$ cat src/hw/rtl/assert_macros.svh
// Assertion macros shared by the RTL.
`ifndef ASSERT_MACROS_SVH
`define ASSERT_MACROS_SVH
`ifndef ASSERT_OFF
// Property checked on every rising clock edge, disabled while reset is asserted.
`define ASSERT_PROP(label, clk, rst_n, prop, msg) \
  label: assert property (@(posedge clk) disable iff (!(rst_n)) (prop)) else $error(msg);
// Condition that must never be true outside reset.
`define ASSERT_NEVER(label, clk, rst_n, cond, msg) \
  label: assert property (@(posedge clk) disable iff (!(rst_n)) !(cond)) else $error(msg);
`else
`define ASSERT_PROP(label, clk, rst_n, prop, msg)
`define ASSERT_NEVER(label, clk, rst_n, cond, msg)
`endif
`endif

$ cat src/hw/rtl/rphc_pkg.sv
// Types, codes and reset values for the reflow profile heater controller.
package rphc_pkg;

  localparam int unsigned TempW  = 13;
  localparam int unsigned RampW  = 30;
  localparam int unsigned DegW   = 10;
  localparam int unsigned DutyW  = 8;
  localparam int unsigned PhaseW = 3;
  localparam int unsigned ActW   = 2;
  localparam int unsigned CfgIdxW  = 3;
  localparam int unsigned CfgDataW = 30;
  localparam int unsigned InTdataW  = 16;
  localparam int unsigned OutTdataW = 16;

  // Reset values of the configuration registers.
  localparam logic [RampW-1:0] PreheatRampRst = 30'd63068260;
  localparam logic [RampW-1:0] SoakRampRst    = 30'd63119510;
  localparam logic [RampW-1:0] ReflowRampRst  = 30'd42189020;
  localparam logic [DegW-1:0]  CoolExitRst    = 10'd40;
  localparam logic [DegW-1:0]  IdleHotRst     = 10'd60;
  localparam logic [DutyW-1:0] HoldDutyRst    = 8'd30;
  localparam logic [DutyW-1:0] FullDutyRst    = 8'd254;

  typedef enum logic [CfgIdxW-1:0] {
    CFG_PREHEAT_RAMP = 3'd0,
    CFG_SOAK_RAMP    = 3'd1,
    CFG_REFLOW_RAMP  = 3'd2,
    CFG_COOL_EXIT    = 3'd3,
    CFG_IDLE_HOT     = 3'd4,
    CFG_HOLD_DUTY    = 3'd5,
    CFG_FULL_DUTY    = 3'd6
  } cfg_idx_e;

  typedef enum logic [ActW-1:0] {
    ACT_TICK  = 2'd0,
    ACT_START = 2'd1,
    ACT_STOP  = 2'd2,
    ACT_NONE  = 2'd3
  } action_e;

  // Phase machine state, one-hot.
  typedef enum logic [4:0] {
    PH_IDLE    = 5'b00001,
    PH_PREHEAT = 5'b00010,
    PH_SOAK    = 5'b00100,
    PH_REFLOW  = 5'b01000,
    PH_COOLING = 5'b10000
  } phase_e;

  // Phase codes as seen on the result word.
  localparam logic [PhaseW-1:0] PhCodeIdle    = 3'd0;
  localparam logic [PhaseW-1:0] PhCodePreheat = 3'd1;
  localparam logic [PhaseW-1:0] PhCodeSoak    = 3'd2;
  localparam logic [PhaseW-1:0] PhCodeReflow  = 3'd3;
  localparam logic [PhaseW-1:0] PhCodeCooling = 3'd4;

  // Packed ramp register: min degC, max degC, min dwell seconds.
  typedef struct packed {
    logic [DegW-1:0] secs;
    logic [DegW-1:0] hi;
    logic [DegW-1:0] lo;
  } ramp_t;

  function automatic logic [PhaseW-1:0] phase_code(phase_e ph);
    logic [PhaseW-1:0] code;
    unique case (ph)
      PH_IDLE:    code = PhCodeIdle;
      PH_PREHEAT: code = PhCodePreheat;
      PH_SOAK:    code = PhCodeSoak;
      PH_REFLOW:  code = PhCodeReflow;
      PH_COOLING: code = PhCodeCooling;
      default:    code = PhCodeIdle;
    endcase
    return code;
  endfunction

endpackage

$ cat src/hw/rtl/reflow_profile_heater_controller_unit.sv
// Top level of the reflow profile heater controller.
//
// Usage:
//   s_axis carries one word per event: tuser is the action (tick with a
//   temperature sample, start run, stop run), tdata the oven temperature in
//   quarter degC, signed. Every accepted word yields exactly one result word
//   on m_axis: heater duty, phase code and the running flag.
//   Configuration (ramps, temperatures, duties) is written through
//   cfg_we_i / cfg_idx_i / cfg_data_i while no word is in flight.
// Timing:
//   Two stages: an input register, then the phase/dwell/duty update that
//   loads the result register. A word moves from the input register into
//   the result register once the result register is free; one word per
//   cycle is sustained while m_axis_tready stays high.
// Reset:
//   rst_ni clears the phase machine to idle, dwell, duty and run mark to zero,
//   empties both stages and loads the default configuration.
// Stall:
//   While m_axis_tready is low the result word holds; the input register
//   still takes a word when it is empty, then s_axis_tready drops.
`include "assert_macros.svh"

module reflow_profile_heater_controller_unit
  import rphc_pkg::*;
(
  input  logic                 clk_i,
  input  logic                 rst_ni,
  // input stream
  input  logic                 s_axis_tvalid,
  output logic                 s_axis_tready,
  input  logic [InTdataW-1:0]  s_axis_tdata,   // [12:0] temperature, zero fill above
  input  logic [ActW-1:0]      s_axis_tuser,   // [1:0] action
  // result stream
  output logic                 m_axis_tvalid,
  input  logic                 m_axis_tready,
  output logic [OutTdataW-1:0] m_axis_tdata,   // [7:0] duty, [10:8] phase, [11] running
  // configuration writes
  input  logic                 cfg_we_i,
  input  logic [CfgIdxW-1:0]   cfg_idx_i,
  input  logic [CfgDataW-1:0]  cfg_data_i
);

  localparam int unsigned CalcW = 15;  // covers 2*(lo+hi) - temperature

  // ---------------- configuration registers ----------------
  ramp_t            preheat_q, soak_q, reflow_q;
  logic [DegW-1:0]  cool_exit_q, idle_hot_q;
  logic [DutyW-1:0] hold_duty_q, full_duty_q;

  always_ff @(posedge clk_i or negedge rst_ni) begin
    if (!rst_ni) begin
      preheat_q   <= ramp_t'(PreheatRampRst);
      soak_q      <= ramp_t'(SoakRampRst);
      reflow_q    <= ramp_t'(ReflowRampRst);
      cool_exit_q <= CoolExitRst;
      idle_hot_q  <= IdleHotRst;
      hold_duty_q <= HoldDutyRst;
      full_duty_q <= FullDutyRst;
    end else if (cfg_we_i) begin
      unique case (cfg_idx_e'(cfg_idx_i))
        CFG_PREHEAT_RAMP: preheat_q   <= ramp_t'(cfg_data_i[RampW-1:0]);
        CFG_SOAK_RAMP:    soak_q      <= ramp_t'(cfg_data_i[RampW-1:0]);
        CFG_REFLOW_RAMP:  reflow_q    <= ramp_t'(cfg_data_i[RampW-1:0]);
        CFG_COOL_EXIT:    cool_exit_q <= cfg_data_i[DegW-1:0];
        CFG_IDLE_HOT:     idle_hot_q  <= cfg_data_i[DegW-1:0];
        CFG_HOLD_DUTY:    hold_duty_q <= cfg_data_i[DutyW-1:0];
        CFG_FULL_DUTY:    full_duty_q <= cfg_data_i[DutyW-1:0];
        default: ;  // index beyond the register list: dropped
      endcase
    end
  end

  // ---------------- handshake / stage control ----------------
  logic             in_vld_q;
  logic [ActW-1:0]  in_act_q;
  logic [TempW-1:0] in_temp_q;
  logic             out_vld_q;
  logic             advance;  // result register free for a new word
  logic             fire;     // stage two processes the held word

  assign advance       = !out_vld_q || m_axis_tready;
  assign fire          = in_vld_q && advance;
  assign s_axis_tready = !in_vld_q || advance;

  always_ff @(posedge clk_i or negedge rst_ni) begin
    if (!rst_ni) begin
      in_vld_q <= 1'b0;
    end else if (s_axis_tready) begin
      in_vld_q <= s_axis_tvalid;
    end
  end

  always_ff @(posedge clk_i) begin
    if (s_axis_tvalid && s_axis_tready) begin
      in_act_q  <= s_axis_tuser;
      in_temp_q <= s_axis_tdata[TempW-1:0];
    end
  end

  // ---------------- controller state ----------------
  phase_e           phase_q, phase_d;
  logic             dwell_act_q, dwell_act_d;
  logic [DegW-1:0]  dwell_sec_q, dwell_sec_d;
  logic [DutyW-1:0] duty_q, duty_d;
  logic             started_q, started_d;

  // Ramp of the current heating phase.
  ramp_t ramp;
  always_comb begin
    unique case (phase_q)
      PH_SOAK:   ramp = soak_q;
      PH_REFLOW: ramp = reflow_q;
      default:   ramp = preheat_q;
    endcase
  end

  // Temperature compares, all in quarter degC.
  logic signed [CalcW-1:0] tq, lo_s, hi_s, range_s, delta_s, mag_s;
  logic signed [CalcW-1:0] lo4, hot4, exit4;
  logic [DegW-1:0]         sec_inc;
  logic                    dwell_done;

  always_comb begin
    tq      = CalcW'(signed'(in_temp_q));
    lo_s    = CalcW'(ramp.lo);
    hi_s    = CalcW'(ramp.hi);
    range_s = hi_s - lo_s;
    delta_s = ((lo_s + hi_s) <<< 1) - tq;  // band center minus reading
    mag_s   = delta_s[CalcW-1] ? -delta_s : delta_s;
    lo4     = lo_s <<< 2;
    hot4    = CalcW'(idle_hot_q) <<< 2;
    exit4   = CalcW'(cool_exit_q) <<< 2;
    // dwell counts one second first, saturating
    sec_inc    = (dwell_act_q && (dwell_sec_q != '1)) ? dwell_sec_q + 1'b1 : dwell_sec_q;
    dwell_done = dwell_act_q && (sec_inc >= ramp.secs);
  end

  always_comb begin
    phase_d     = phase_q;
    dwell_act_d = dwell_act_q;
    dwell_sec_d = dwell_sec_q;
    duty_d      = duty_q;
    started_d   = started_q;
    unique case (action_e'(in_act_q))
      ACT_START: begin
        phase_d     = PH_PREHEAT;
        dwell_act_d = 1'b0;
        dwell_sec_d = '0;
        duty_d      = '0;
        started_d   = 1'b1;
      end
      ACT_STOP: begin
        phase_d     = PH_IDLE;
        dwell_act_d = 1'b0;
        dwell_sec_d = '0;
        duty_d      = '0;
        started_d   = 1'b0;
      end
      ACT_TICK: begin
        // hot idle drops into cooling and takes the cooling rule this tick
        if (phase_q == PH_IDLE) begin
          if (tq < hot4) begin
            duty_d = '0;
          end else begin
            phase_d = PH_COOLING;
          end
        end
        unique case (phase_d)
          PH_PREHEAT, PH_SOAK, PH_REFLOW: begin
            if (dwell_done) begin
              unique case (phase_q)
                PH_PREHEAT: phase_d = PH_SOAK;
                PH_SOAK:    phase_d = PH_REFLOW;
                default:    phase_d = PH_COOLING;
              endcase
              dwell_act_d = 1'b0;
              dwell_sec_d = '0;
            end else begin
              if (tq < lo4) begin
                dwell_act_d = 1'b0;
                dwell_sec_d = '0;
              end else if (!dwell_act_q) begin
                dwell_act_d = 1'b1;
                dwell_sec_d = '0;
              end else begin
                dwell_sec_d = sec_inc;
              end
              priority if (mag_s <= range_s) begin
                duty_d = hold_duty_q;
              end else if (delta_s[CalcW-1]) begin
                duty_d = '0;  // above the band
              end else begin
                duty_d = full_duty_q;
              end
            end
          end
          PH_COOLING: begin
            duty_d = '0;
            if (tq < exit4) phase_d = PH_IDLE;
          end
          default: ;
        endcase
      end
      default: ;  // unused action: no change
    endcase
  end

  always_ff @(posedge clk_i or negedge rst_ni) begin
    if (!rst_ni) begin
      phase_q     <= PH_IDLE;
      dwell_act_q <= 1'b0;
      dwell_sec_q <= '0;
      duty_q      <= '0;
      started_q   <= 1'b0;
    end else if (fire) begin
      phase_q     <= phase_d;
      dwell_act_q <= dwell_act_d;
      dwell_sec_q <= dwell_sec_d;
      duty_q      <= duty_d;
      started_q   <= started_d;
    end
  end

  // ---------------- result register ----------------
  logic [DutyW-1:0]  res_duty_q;
  logic [PhaseW-1:0] res_phase_q;
  logic              res_run_q;

  always_ff @(posedge clk_i or negedge rst_ni) begin
    if (!rst_ni) begin
      out_vld_q <= 1'b0;
    end else if (advance) begin
      out_vld_q <= in_vld_q;
    end
  end

  always_ff @(posedge clk_i) begin
    if (fire) begin
      res_duty_q  <= duty_d;
      res_phase_q <= phase_code(phase_d);
      res_run_q   <= started_d && (phase_d != PH_IDLE);
    end
  end

  assign m_axis_tvalid = out_vld_q;
  assign m_axis_tdata  = {(OutTdataW - DutyW - PhaseW - 1)'(0), res_run_q, res_phase_q,
                          res_duty_q};

  // ---------------- checks ----------------
  `ASSERT_PROP(a_heat_needs_run, clk_i, rst_ni,
    (phase_q == PH_PREHEAT || phase_q == PH_SOAK || phase_q == PH_REFLOW) |-> started_q,
    "heating phase without a started run")
  `ASSERT_PROP(a_dwell_count_active, clk_i, rst_ni,
    (dwell_sec_q != '0) |-> dwell_act_q, "dwell seconds counted while dwell inactive")
  `ASSERT_PROP(a_idle_no_heat, clk_i, rst_ni,
    (phase_q == PH_IDLE) |-> (duty_q == '0), "heater driven while idle")
  `ASSERT_PROP(a_held_word_kept, clk_i, rst_ni,
    (in_vld_q && !advance) |=> (in_vld_q && $stable(in_act_q) && $stable(in_temp_q)),
    "input word lost while result stalled")

endmodule

$ cat config.mk
export PLATFORM = sky130hd
export DESIGN_NAME = reflow_profile_heater_controller_unit
export DESIGN_NICKNAME = d
export VERILOG_FILES = /design/src/hw/rtl/rphc_pkg.sv /design/src/hw/rtl/reflow_profile_heater_controller_unit.sv
export VERILOG_INCLUDE_DIRS = /design/src /design/src/hw/rtl
export SDC_FILE = /design/constraint.sdc
export NUM_CORES = 1
export LEC_CHECK = 0
export ABC_AREA = 1
export BUFFER_PORTS_ARGS = -buffer_cell sky130_fd_sc_hd__clkbuf_2
export CAP_MARGIN = 40
export CORE_MARGIN = 1
export CORE_UTILIZATION = 35
export CTS_CLUSTER_DIAMETER = 100
export DETAILED_ROUTE_END_ITERATION = 6
export SLEW_MARGIN = 20
export SYNTH_ARGS = -nofsm -noshare
export SYNTH_HDL_FRONTEND = slang
export SYNTH_SLANG_ARGS = --single-unit
$ cat constraint.sdc
create_clock -name clk_i -period 6.6 [get_ports clk_i]
set_clock_uncertainty 0.1 [all_clocks]
set_input_delay 0.66 -clock clk_i [delete_from_list [all_inputs] [get_ports clk_i]]
set_output_delay 0.66 -clock clk_i [all_outputs]
set_load 0.01 [all_outputs]
==> impl_metrics.csv <==
group,metric,value,unit
timing,drv_slew,0,
floorplanning,core.rowCount,64,
synthesis,syn_area,11100,µm²
timing,hold_ws,287,ps
timing,period_minus_slack,6370,ps
clocking,cts_root_buf,"clkbuf_16",
detailed_routing,wl_per_cell,14.9,µm
global_route,grt_first_pass_wirelength,45600,µm
worst_setup_path,slowest_stage,"dfstp_2",
clocking,clk_pin_slew_worst_paths,70,ps
final_layout,n_antenna_cell,0,
synthesis,yosysTopAreaCell,"dfrtp_1",
job,cap_violations,0,
final_layout,fill_cells,3063,
synthesis,async_flop_share,0.850,
clocking,clk_latency,450,ps
placed_design,place_hpwl,20400,µm
timing,worstMarginPinSlew,660,ps
detailed_routing,dr.pass1.iters,5,
global_route,grt_max_degree,83,
worst_setup_path,cp.arrival,6470,ps
synthesis,synth_area_per_cell,8.26,µm²
floorplanning,io-pin-count,74,
placed_design,port-buffer-count,66,
floorplanning,dieArea,32500,µm²
worst_setup_path,critPathMostFrequentCell,"nand2_1",
worst_setup_path,worstSetupEndpointType,"register",
synthesis,synthFlopType,"dfrtp_1",
status,status,"completed",
synthesis,synth_seq_area_share,0.423,
clocking,htree_levels,4,
clocking,cts_num_sinks,180,
timing,rsz0062_at_grt,"yes",
placed_design,dpl_cell_area,12500,µm²
timing,finalSetupViolCount,0,
pwr,peakVddDrop,0.333,mV
worst_setup_path,reg2reg_depth,44,
placed_design,place_congestion,0.877,
final_layout,layout.nets,1634,
worst_setup_path,cp_max_fo,7,
synthesis,synth.top_cell.area_share,0.229,
synthesis,synth_area_leaders,"dfrtp_1 23%, dfstp_2 12%, nand2_1 12%",
worst_setup_path,crit_type,"register to register",
pwr,p_leak,6.65,nW
worst_setup_path,worstReg2RegStart,"phase_q[0]",
worst_setup_path,r2r_end,"res_duty_q[5]",
timing,relSlewSlack,0.559,
synthesis,ys_types,55,
clocking,cts_tree,"yes",
synthesis,yosysWarnings,0,
final_layout,syn_to_final_growth,21.5,%
floorplanning,core,30900,µm²
worst_setup_path,reg2reg_setup_slack,230,ps
hold_path,worstHoldPathCells,1,
timing,hold_viol_final,0,
timing,fmax,157,MHz
worst_setup_path,cp_top_family,"simple AND/OR/NAND/NOR gates",
hold_path,min_from,"s_axis_tdata[0]",
detailed_routing,wl,28200,µm
worst_setup_path,worstPathRequired,6700,ps
final_layout,final_area,13500,µm²
pwr,powerDensity,485,nW/µm²
hold_path,hold-path-endpoint,"in_temp_q[0]",
hold_path,hp-class,"input pin to register",
floorplanning,start_util,0.360,
final_layout,drive_above_1_share,0.245,
global_route,grt_overflow,0,
clocking,numCtsBuffers,17,
clocking,clk_path_buf_depth,2,
worst_setup_path,cp-start-kind,"register",
synthesis,syn_inst,1346,
global_route,grt_pass1_vias,8829,
global_route,antenna_found_initial,0,
detailed_routing,vias,9364,
worst_setup_path,cp_num_buf_inv,10,
floorplanning,dieHeight,180,µm
detailed_routing,final_antenna_net_count,0,
timing,timing.final.crit_share,0.965,
detailed_routing,drt_iter0_markers,540,
synthesis,ys_seq_elements,180,
global_route,grtUsageTotal,0.176,
worst_setup_path,cp_slowest_stage_delay,570,ps
detailed_routing,drcViolationCount,0,
floorplanning,die_x,180,µm
detailed_routing,vias_per_cell,4.94,
synthesis,synth_edf_count,27,
## layout make-up
cell class / instances / area, µm² / area share
tap: 396 / 495 / 0.0367
multi-input combinational: 951 / 5870 / 0.434
timing repair buffer: 165 / 1240 / 0.0920
clock inverter: 12 / 100 / 0.00741
clock buffer: 20 / 447 / 0.0331
inverter: 171 / 657 / 0.0486
sequential: 180 / 4700 / 0.348
## power breakdown
group,internal (mW),switching [mW]
Clock,0.501,0.467
Sequential,1.39,0.135
Combinational,1.76,2.30
## cells by family after synthesis
kind of cell / count (synthesis) / share of synthesized area
muxes: 1 / 0.000900
buffers and inverters: 220 / 0.0774
other: 1 / 0.000337
AOI/OAI and AO/OA: 282 / 0.148
xor gates and xnor gates: 44 / 0.0367
and+or+nand+nor: 526 / 0.208
adders and majority gates: 92 / 0.106
DFF: 180 / 0.423
## Yosys cell counts (6+ instances only)
cell / n
nand2_1: 341
edfxtp_1: 27
ha_1: 89
dfstp_2: 51
nand3_2: 10
nand4_1: 16
clkbuf_1: 37
nor2_1: 54
inv_1: 162
dfrtp_1: 102
buf_4: 6
o21ai_2: 6
o21ai_0: 143
xnor2_1: 6
xor2_1: 35
a31oi_1: 7
a32o_1: 20
a21oi_1: 72
nand3_1: 67
nand2_2: 9
o21ai_1: 6
inv_2: 8
## worst max-delay path by stage
| stage | from | slack [ps] | depth (start not counted) | endpoint |
|---|---|---|---|---|
| after CTS | phase_q[0] | 20 | 44 | res_duty_q[1] |
| after floorplan | phase_q[4] | 660 | 42 | res_duty_q[0] |
| after global routing | phase_q[0] | -170 | 44 | duty_q[6] |
| after global placement | phase_q[0] | 70 | 46 | res_duty_q[1] |
| after detailed placement | phase_q[0] | -60 | 45 | res_duty_q[1] |
| final | phase_q[0] | 230 | 44 | res_duty_q[5] |
## metal layers
layer | up-vias | GRT usage | part of all wire
li1 | 4709 | - | -
met1 | 4431 | 0.254 | 0.49
met4 | 0 | 0.0489 | 0.011
met3 | 22 | 0.0309 | 0.046
met2 | 202 | 0.270 | 0.45
met5 | - | 0 | 0
## flip-flops by register name (all words and copies together) (netlist names), 10 cells and up
signal and flops:
cool_exit_q 10, dwell_sec_q 10, idle_hot_q 10, in_temp_q 13, preheat_q 30, reflow_q 30, soak_q 30
## metrics by stage
stage                     power (mW)  setup TNS (ps)  cells  setup WS, ps   util
after floorplan                 3.91               0   1351           662      -
after global placement          5.07               0   1842          74.6  0.401
after detailed placement        5.14            -364   1846         -62.1  0.404
after CTS                       6.15               0   1880          24.5  0.422
after global routing            7.14           -1990   1895          -171  0.437
final                           6.55               0   1895           229  0.437
## repair_timing
action | 4_1_cts | 5_1_grt
hold buffers | 0 | 1
pin swaps | 1 | 23
hold endpoints to repair | 0 | 2
gates resized for setup | 3 | 78
buffers inserted | 2 | 11
gates cloned | 0 | 1
setup endpoints to repair | 15 | 16
## layout by cell type, fill, tap and decap left out, drive strengths merged, types with 27 or more instances in the layout
cell	instances
nand2	354
edfxtp	27
dfrtp	102
a21oi	77
inv	176
ha	89
xor2	37
nand3	78
clkbuf	86
dfstp	51
nor2	60
buf	98
o21ai	155
No activity file was read; power rests on OpenSTA's default activity.
